File: config.mk
export PLATFORM = sky130hd
export DESIGN_NAME = bdp_front
export DESIGN_NICKNAME = d
export VERILOG_FILES = /design/src/hw/rtl/bdp_pkg.sv /design/src/hw/rtl/bdp_front.sv
export SDC_FILE = /design/constraint.sdc
export NUM_CORES = 1
export LEC_CHECK = 0
export BUFFER_PORTS_ARGS = -buffer_cell sky130_fd_sc_hd__buf_2
export CELL_PAD_IN_SITES_DETAIL_PLACEMENT = 0
export CELL_PAD_IN_SITES_GLOBAL_PLACEMENT = 2
export CORE_MARGIN = 1.5
export CORE_UTILIZATION = 23
export CTS_CLUSTER_DIAMETER = 50
export DETAILED_ROUTE_END_ITERATION = 10
export GPL_TIMING_DRIVEN = 0
export PLACE_DENSITY_LB_ADDON = 0.2
export SLEW_MARGIN = 20
export SYNTH_ARGS = -nofsm -noshare
export SYNTH_HDL_FRONTEND = slang
export SYNTH_SLANG_ARGS = --single-unit
export TNS_END_PERCENT = 10
File: constraint.sdc
create_clock -name clk -period 1.43 [get_ports clk]
set_input_delay 0.2145 -clock clk [delete_from_list [all_inputs] [get_ports clk]]
set_output_delay 0.2145 -clock clk [all_outputs]
set_load 0.02 [all_outputs]
File: src/hw/rtl/bdp_pkg.sv
// ============================================================================
// bdp_pkg
// Shared types, constants and helpers for the branch direction predictor.
// ============================================================================
package bdp_pkg;

    // Table sizes default to powers of two; the memories index by low address bits.
    localparam int COUNTER_ENTRIES_DEF  = 4096;
    localparam int HISTORY_ENTRIES_DEF  = 1024;
    localparam int MAX_HISTORY_BITS_DEF = 8;

    localparam int PC_W        = 48;
    localparam int PC_IDX_W    = 10;  // widest pc index, index_bits saturates at ten
    localparam int GHIST_W     = 10;
    localparam int CTR_W       = 8;
    localparam int CTR_BITS_W  = 4;
    localparam int HB_W        = 5;
    localparam int IB_W        = 4;
    localparam int CFG_IDX_W   = 2;
    localparam int CFG_DATA_W  = 4;
    localparam int COUNT_W     = 32;
    localparam int QUEUE_DEPTH = 2;
    localparam int QUEUE_AW    = 1;

    localparam logic [CTR_W-1:0]   CTR_RESET   = 8'd2;
    localparam logic [COUNT_W-1:0] COUNT_MAX   = '1;
    localparam logic [IB_W-1:0]    IB_MAX      = 4'd10;
    localparam logic [CTR_BITS_W-1:0] CB_MAX   = 4'd8;

    typedef enum logic [CFG_IDX_W-1:0] {
        REG_MODE       = 2'd0,
        REG_CTR_WIDTH  = 2'd1,
        REG_HIST_LEN   = 2'd2,
        REG_INDEX_BITS = 2'd3
    } bdp_reg_t;

    typedef enum logic [1:0] {
        MODE_BIMODAL   = 2'd0,
        MODE_TWO_LEVEL = 2'd1,
        MODE_LOCAL     = 2'd2,
        MODE_GSHARE    = 2'd3
    } bdp_mode_t;

    localparam logic REQ_PREDICT = 1'b0;
    localparam logic REQ_UPDATE  = 1'b1;

    typedef struct packed {
        logic            req_type;
        logic [PC_W-1:0] pc;
        logic            actual_taken;
        logic            predicted_taken;
    } bdp_in_t;

    typedef struct packed {
        logic               prediction;
        logic [COUNT_W-1:0] branch_count;
        logic [COUNT_W-1:0] correct_count;
    } bdp_out_t;

    // Register values after saturation into their used ranges.
    typedef struct packed {
        bdp_mode_t             mode;
        logic [CTR_BITS_W-1:0] ctr_width;
        logic [HB_W-1:0]       hist_len;
        logic [IB_W-1:0]       index_bits;
    } bdp_cfg_t;

    // One queued item: the pc is already reduced to its masked index bits.
    typedef struct packed {
        logic                req_type;
        logic [PC_IDX_W-1:0] pc_idx;
        logic                actual_taken;
        logic                predicted_taken;
    } bdp_item_t;

    function automatic logic [PC_IDX_W-1:0] pc_low_mask(input logic [IB_W-1:0] ib);
        logic [PC_IDX_W:0] wide;
        wide = ((PC_IDX_W+1)'(1) << ib) - (PC_IDX_W+1)'(1);
        return wide[PC_IDX_W-1:0];
    endfunction

endpackage

File: src/hw/rtl/bdp_front.sv
// ============================================================================
// bdp_front
// Input side: takes request transfers, reduces the pc to its table index and
// holds the items in a short queue for the back end.
// ============================================================================
module bdp_front
(
    input  logic                 clk,
    input  logic                 rst_n,
    input  logic                 in_valid,
    output logic                 in_stall,
    input  bdp_pkg::bdp_in_t     in_data,
    input  logic                 clearing,
    input  bdp_pkg::bdp_cfg_t    cfg,
    output logic                 item_valid,
    output bdp_pkg::bdp_item_t   item,
    input  logic                 pop
);
    import bdp_pkg::*;

    bdp_item_t              q_mem_reg [QUEUE_DEPTH];
    logic [QUEUE_AW-1:0]    wr_ptr_reg, wr_ptr_next;
    logic [QUEUE_AW-1:0]    rd_ptr_reg, rd_ptr_next;
    logic [QUEUE_AW:0]      count_reg, count_next;
    logic                   push;
    logic                   do_pop;
    bdp_item_t              push_item;

    always_comb
    begin
        push_item.req_type        = in_data.req_type;
        push_item.pc_idx          = in_data.pc[PC_IDX_W-1:0] & pc_low_mask(cfg.index_bits);
        push_item.actual_taken    = in_data.actual_taken;
        push_item.predicted_taken = in_data.predicted_taken;
    end

    assign in_stall   = clearing || (count_reg == (QUEUE_AW+1)'(QUEUE_DEPTH));
    assign push       = in_valid && !in_stall;
    assign item_valid = (count_reg != '0);
    assign do_pop     = pop && item_valid;
    assign item       = q_mem_reg[rd_ptr_reg];

    always_comb
    begin
        wr_ptr_next = push ? wr_ptr_reg + QUEUE_AW'(1) : wr_ptr_reg;
        rd_ptr_next = do_pop ? rd_ptr_reg + QUEUE_AW'(1) : rd_ptr_reg;
        count_next  = count_reg;
        if (push && !do_pop)
        begin
            count_next = count_reg + (QUEUE_AW+1)'(1);
        end
        else if (do_pop && !push)
        begin
            count_next = count_reg - (QUEUE_AW+1)'(1);
        end
    end

    always_ff @(posedge clk or negedge rst_n)
    begin
        if (!rst_n)
        begin
            wr_ptr_reg <= '0;
            rd_ptr_reg <= '0;
            count_reg  <= '0;
        end
        else
        begin
            wr_ptr_reg <= wr_ptr_next;
            rd_ptr_reg <= rd_ptr_next;
            count_reg  <= count_next;
        end
    end

    always_ff @(posedge clk)
    begin
        if (push)
        begin
            q_mem_reg[wr_ptr_reg] <= push_item;
        end
    end

endmodule

==> results of run 1 <==
==> cells in the mapped netlist, types with 2 or more instances <==
cell,count
nor2_1,5
edfxtp_1,26
o21a_1,2
inv_1,5
o211ai_1,2
nor2b_1,2
mux2_2,13
and2_1,3
nand3_1,2
a21oi_1,4
o22ai_1,2
xor2_1,2
nor3_1,2
buf_2,4
ha_1,2
dfrtp_1,4
nand2_1,6
xnor2_1,4
==> metal layers <==
metal / vias up / part of all wire / GRT usage
li1: 450 / - / -
met1: 430 / 0.43 / 0.100
met2: 26 / 0.49 / 0.153
met3: 6 / 0.050 / 0.0315
met4: 0 / 0.024 / 0.0569
met5: - / 0 / 0
==> final cells by class <==
cell class | count | area (um2) | share of cell area
flip-flops and latches | 30 | 883 | 0.468
repair buffers | 38 | 248 | 0.131
clock buffers | 5 | 68.8 | 0.0365
clock inverters | 2 | 10.0 | 0.00531
well taps | 75 | 93.8 | 0.0498
inverters | 5 | 18.8 | 0.00995
multi-input cells | 60 | 508 | 0.269
plain buffers | 6 | 55.1 | 0.0292
==> stage by stage <==
stage                     total power (W)  hold slack (ns)
final                             0.00308            0.129
after global routing              0.00327            0.123
after CTS                         0.00291            0.118
after detailed placement          0.00221           0.0234
after global placement            0.00220           0.0244
after floorplan                   0.00192          -0.0811
==> cell families (layout without fill, tap and decap cells) <==
group | after synthesis | in the layout | synth area share
flip-flops | 30 | 30 | 0.631
AND/OR/NAND/NOR | 27 | 27 | 0.111
multiplexers | 14 | 14 | 0.112
AO/OA/AOI/OAI | 11 | 11 | 0.0484
buffers and inverters | 11 | 56 | 0.0413
XOR/XNOR | 6 | 6 | 0.0377
adder cells (fa/ha/maj) | 2 | 2 | 0.0179
==> worst min-delay path by stage <==
| stage | start | to | slack (ns) | cells after the start |
|---|---|---|---|---|
| CTS | in_data[0] | q_mem_reg[0][0] | 0.12 | 1 |
| global placement | rst_n | rd_ptr_reg | 0.02 | 1 |
| global route | in_data[0] | q_mem_reg[1][0] | 0.12 | 1 |
| floorplan | rst_n | count_reg[0] | -0.08 | 0 |
| detailed placement | rst_n | rd_ptr_reg | 0.02 | 1 |
| finish | in_data[0] | q_mem_reg[1][0] | 0.13 | 1 |
==> critical path, stage by stage, from the launching register on <==
cell and delay (ns):
dfrtp_2 0.41, buf_4 0.16, mux2_2 0.34, buf_2 0.16
==> power by group through the flow <==
stage	combinational [W]	sequential [W]	clock, W
global placement	0.000972	0.00123	0
detailed placement	0.000979	0.00123	0
CTS	0.00105	0.00121	0.000640
finish	0.00125	0.00122	0.000611
global route	0.00135	0.00124	0.000685
floorplan	0.000710	0.00121	0
==> repair_timing <==
action,in CTS,in global routing
endpoints found under the setup margin,45,49
hold endpoints to repair,4,0
gates cloned,0,1
gates resized for setup,7,21
buffers inserted,1,2
pin swaps,0,2
hold buffers,1,0
==> flow_metrics.py, run 1 <==
metrics = {
    "worst_setup_path": {
        "r2r-end": "count_reg[1]",
        "cp-start-kind": "flip-flop",
        "required_ns": 1.22,
        "crit_type": "flip-flop to output port",
        "crit_path_max_fanout": 4,
        "arrival_ns": 1.34,
        "crit_path_start": "rd_ptr_reg",
        "endpoint": "item[2]",
        "end_kind": "output port",
        "r2r_start": "count_reg[0]",
        "reg2reg_setup_slack_ns": -0.11,
        "r2r_cells": 6,
    },
    "die": {
        "rows": 28,
        "fp.dieH_um": 80.9,
        "core_area_um2": 5890,
        "die-area_um2": 6540,
        "die_w_um": 80.9,
        "initial_core_util": 0.237,
        "io_pins": 86,
    },
    "global_route": {
        "grt_usage": 0.0921,
        "grt_pass1_vias": 931,
        "grt_pass1_wl_um": 4260,
        "antenna_found_initial": 0,
        "grt_max_degree": 14,
        "grt-ovfl-total": 0,
    },
    "pwr": {
        "power_frac_seq": 0.395,
        "p_sw_w": 0.000985,
        "vdd_ir_drop_max_mv": 0.577,
        "p_int_w": 0.00209,
        "power.density_nw_per_um2": 1630,
        "p_sw_frac": 0.320,
        "power_frac_clock": 0.199,
        "power.leakage_nw": 0.738,
        "combPwrFrac": 0.406,
    },
    "synth": {
        "async_flop_share": 0.133,
        "syn_area_per_cell_um2": 13.8,
        "yosysWarningCount": 0,
        "synth.distinct_cells": 29,
        "synth-edff-count": 26,
        "synth_area_leaders": "edfxtp_1 56%, mux2_2 10%, dfrtp_1 7.2%, xnor2_1 2.5%, ha_1 1.8%",
        "synth_top_cell_by_area": "edfxtp_1",
        "netlist_instances": 101,
        "synth_seq_area_share": 0.631,
        "synthesis.area_um2": 1400,
        "syn_nets": 174,
        "synth_seq_cells": 30,
        "yosys_most_used_dff": "edfxtp_1",
        "synth.top_cell.area_share": 0.560,
    },
    "layout": {
        "final_core_util": 0.320,
        "nets": 219,
        "syn2layout_area_growth_pct": 35.2,
        "layout_common_cells": "31 x buf_2, 26 x edfxtp_1, 10 x mux2_2",
        "final_common_cell": "buf_2",
        "insertedDiodeCount": 0,
        "layout.cells.non_filler": 221,
        "fillers": 608,
        "layout-drive-gt1-share": 0.507,
        "largest_register_ffs": 26,
        "final_area_um2": 1890,
    },
    "clocking": {
        "cts_tree": "built",
        "clkSinkCount": 30,
        "clk_pin_slew_worst_paths_ns": 0.06,
        "clk_path_buf_depth": 2,
        "htreeDepth": 2,
        "cts_buffers": 5,
        "clock_latency_ns": 0.27,
        "cts_root_buffer": "clkbuf_8",
    },
    "sta": {
        "worstMarginPinSlew_ns": 0.434,
        "setup_violations": 14,
        "fin_skew_ns": 0.00382,
        "relSlewSlack": 0.710,
        "slew_viol_final": 0,
        "fin_crit_ns": 1.56,
        "finalHoldViolations": 0,
        "fin_ws_ns": -0.127,
        "period_share": 1.09,
        "final.setup.tns_ns": -1.41,
        "rsz0062_at_grt": "yes",
        "clock.fmax_mhz": 642,
    },
    "run": {
        "drv_cap": 0,
    },
    "status": {
        "violations": "setup timing",
        "outcome": "complete, but fails checks",
    },
    "route": {
        "drt_iter0_drc": 10,
        "vias": 912,
        "antenna_left": 0,
        "drc_errors": 0,
        "routed_via_density": 4.13,
        "wire_per_inst_um": 12.6,
        "wirelength_um": 2790,
        "first_pass_iters": 4,
    },
    "placement": {
        "place.gp.congestion": 0.687,
        "port_buffers": 33,
        "place_ws_ns": -0.321,
        "hpwl_um": 1930,
        "dpl_cell_area_um2": 1660,
        "place_inst": 209,
    },
    "hold_path": {
        "hp-class": "input pin to flip-flop",
    },
}
No activity file was read; power rests on OpenSTA's default activity.
==> inputs of run 2 (changes only) <==
--- a/config.mk
+++ b/config.mk
@@ -13,7 +13,7 @@
 export CTS_CLUSTER_DIAMETER = 50
 export DETAILED_ROUTE_END_ITERATION = 10
 export GPL_TIMING_DRIVEN = 0
-export PLACE_DENSITY_LB_ADDON = 0.2
+export PLACE_DENSITY_LB_ADDON = 0.25
 export SLEW_MARGIN = 20
 export SYNTH_ARGS = -nofsm -noshare
 export SYNTH_HDL_FRONTEND = slang
==> run 2 against run 1 <==
  * The run still ends with setup timing left
  * Design area grew 6.4%
  * Largest cell class unchanged
  * Maximum frequency grew 0.49%
  * Combinational power is 15% higher
  * Routed wire length up 5.7%
  * First-iteration DRC count increased to 2.6 times the previous value
  * Power increased by 9.5%
  * Register-to-register slack better by 0.04 ns
  * Global-route usage up 0.57 points
  * Flip-flop and latch count is the same
  * Sequential share of layout area is 2.8 points lower
  * Final cell count increased by 0.90%
==> flow_metrics.py, run 2 (synthesis results as in run 1) <==
metrics = {
    "status": {
        "outcome": "complete, but fails checks",
        "violations": "setup timing",
    },
    "route": {
        "antenna_left": 0,
        "drc_errors": 0,
        "routed_via_density": 4.13,
        "drt_iter0_drc": 26,
        "first_pass_iters": 4,
        "wire_per_inst_um": 13.2,
        "wirelength_um": 2950,
        "vias": 920,
    },
    "global_route": {
        "grtUsageMet1": 0.117,
        "grt_pass1_wl_um": 4530,
        "met2_usage": 0.150,
        "grt_max_degree": 14,
        "grt.busiest_layer": "met2",
        "grt_usage": 0.0978,
        "antenna_found_initial": 0,
        "use_met3": 0.0427,
        "grt_pass1_vias": 904,
        "grt-ovfl-total": 0,
    },
    "worst_setup_path": {
        "crit_family": "flip-flops",
        "required_ns": 1.22,
        "slowest_delay_ns": 0.45,
        "slowest_stage": "dfrtp_2",
        "crit_path_max_fanout": 5,
        "crit_buf_inv": 2,
        "crit_type": "flip-flop to output port",
        "end_kind": "output port",
        "arrival_ns": 1.33,
        "crit_chain": "clkbuf_16 -> mux2_4 -> buf_6",
        "cp-start-kind": "flip-flop",
    },
    "sta": {
        "relSlewSlack": 0.782,
        "period_share": 1.08,
        "fin_crit_ns": 1.55,
        "fin_ws_ns": -0.119,
        "finalHoldViolations": 0,
        "final.setup.tns_ns": -1.44,
        "slew_viol_final": 0,
        "fin_skew_ns": 0.00320,
        "rsz0062_at_grt": "yes",
        "setup_violations": 14,
        "worstMarginPinSlew_ns": 0.325,
        "clock.fmax_mhz": 645,
    },
    "pwr": {
        "power.density_nw_per_um2": 1680,
        "power.leakage_nw": 0.794,
        "vdd_ir_drop_max_mv": 0.485,
    },
    "die": {
        "die-area_um2": 6540,
        "die_w_um": 80.9,
        "rows": 28,
        "fp.dieH_um": 80.9,
        "core_area_um2": 5890,
        "initial_core_util": 0.237,
        "io_pins": 86,
    },
    "clocking": {
        "cts_buffers": 5,
        "clkSinkCount": 30,
        "clk_pin_slew_worst_paths_ns": 0.06,
        "htreeDepth": 2,
        "cts_tree": "built",
        "clk_path_buf_depth": 2,
        "clock_latency_ns": 0.28,
        "cts_root_buffer": "clkbuf_8",
    },
    "layout": {
        "largest_register_ffs": 26,
        "syn2layout_area_growth_pct": 43.8,
        "seqCellArea_um2": 883,
        "multi_input_area_um2": 544,
        "insertedDiodeCount": 0,
        "layout-drive-gt1-share": 0.520,
        "layout_common_cells": "26 x edfxtp_1, 24 x buf_2, 14 x buf_6",
        "final_common_cell": "edfxtp_1",
        "fillers": 600,
        "nets": 220,
        "final_core_util": 0.341,
    },
    "run": {
        "drv_cap": 0,
    },
    "hold_path": {
        "hp-class": "input pin to flip-flop",
    },
    "placement": {
        "port_buffers": 33,
        "hpwl_um": 1990,
        "place.gp.congestion": 0.730,
    },
}
## run 2: changes by cell type in the layout (fill, tap and decap cells not counted), sizes merged
cell / before / now
buf: 42 / 43
clkbuf: 6 / 7
clkinv: 2 / 1
clkinvlp: 0 / 1
## run 2: timing repair
item                                    4_1_cts  5_1_grt
cloned                                        0        1
resized for setup                             7       47
buffers inserted                              1        3
endpoints found under the setup margin       43       49
pin swaps                                     1        3
hold buffers                                  1        0
hold endpoints to repair                      4        0
## run 2: metrics by stage
step / hold slack [ns] / cell area, um2 / std cells / power [W] / setup slack [ns]
finish: 0.128 / 2010 / 223 / 0.00337 / -0.119
global route: 0.120 / 2010 / 223 / 0.00356 / -0.155
detailed placement: 0.0248 / 1660 / 209 / 0.00221 / -0.393
CTS: 0.118 / 1800 / 219 / 0.00300 / -0.166
global placement: 0.0282 / 1660 / 209 / 0.00219 / -0.283
floorplan: -0.0811 / 1400 / 101 / 0.00192 / -0.0996
## run 2: power breakdown
group | internal, W | total, W | leakage, nW | switching, W
Combinational | 0.000790 | 0.00144 | 0.462 | 0.000650
Sequential | 0.00113 | 0.00123 | 0.284 | 0.000101
Clock | 0.000386 | 0.000697 | 0.0472 | 0.000311
Total | 0.00231 | 0.00337 | 0.794 | 0.00106
## run 2: final timing paths
| kind | startpoint | end | slack [ns] | cells past startpoint |
|---|---|---|---|---|
| setup / recovery | rd_ptr_reg | item[4] | -0.12 | 3 |
| hold / removal | in_data[0] | q_mem_reg[0][0] | 0.13 | 1 |
| setup reg to reg | count_reg[0] | count_reg[1] | -0.07 | 6 |
| hold reg to reg | count_reg[0] | count_reg[0] | 0.52 | 1 |
| max in group asynchronous | rst_n | rd_ptr_reg | 1.03 | 2 |
| min in group asynchronous | rst_n | count_reg[0] | 0.27 | 2 |
## run 2: routing by layer
metal	share of wire	up-vias
met1	0.46	431
met2	0.44	34
met5	0	-
li1	-	451
met3	0.074	4
met4	0.019	0
## run 2: final cells by class
type	count	share of cell area
buffer	6	0.0274
clock buffer	6	0.0412
clock inverter	2	0.00624
inverter	5	0.00936
multi-input combinational	60	0.271
sequential	30	0.440
tap	75	0.0468
timing repair buffer	39	0.157
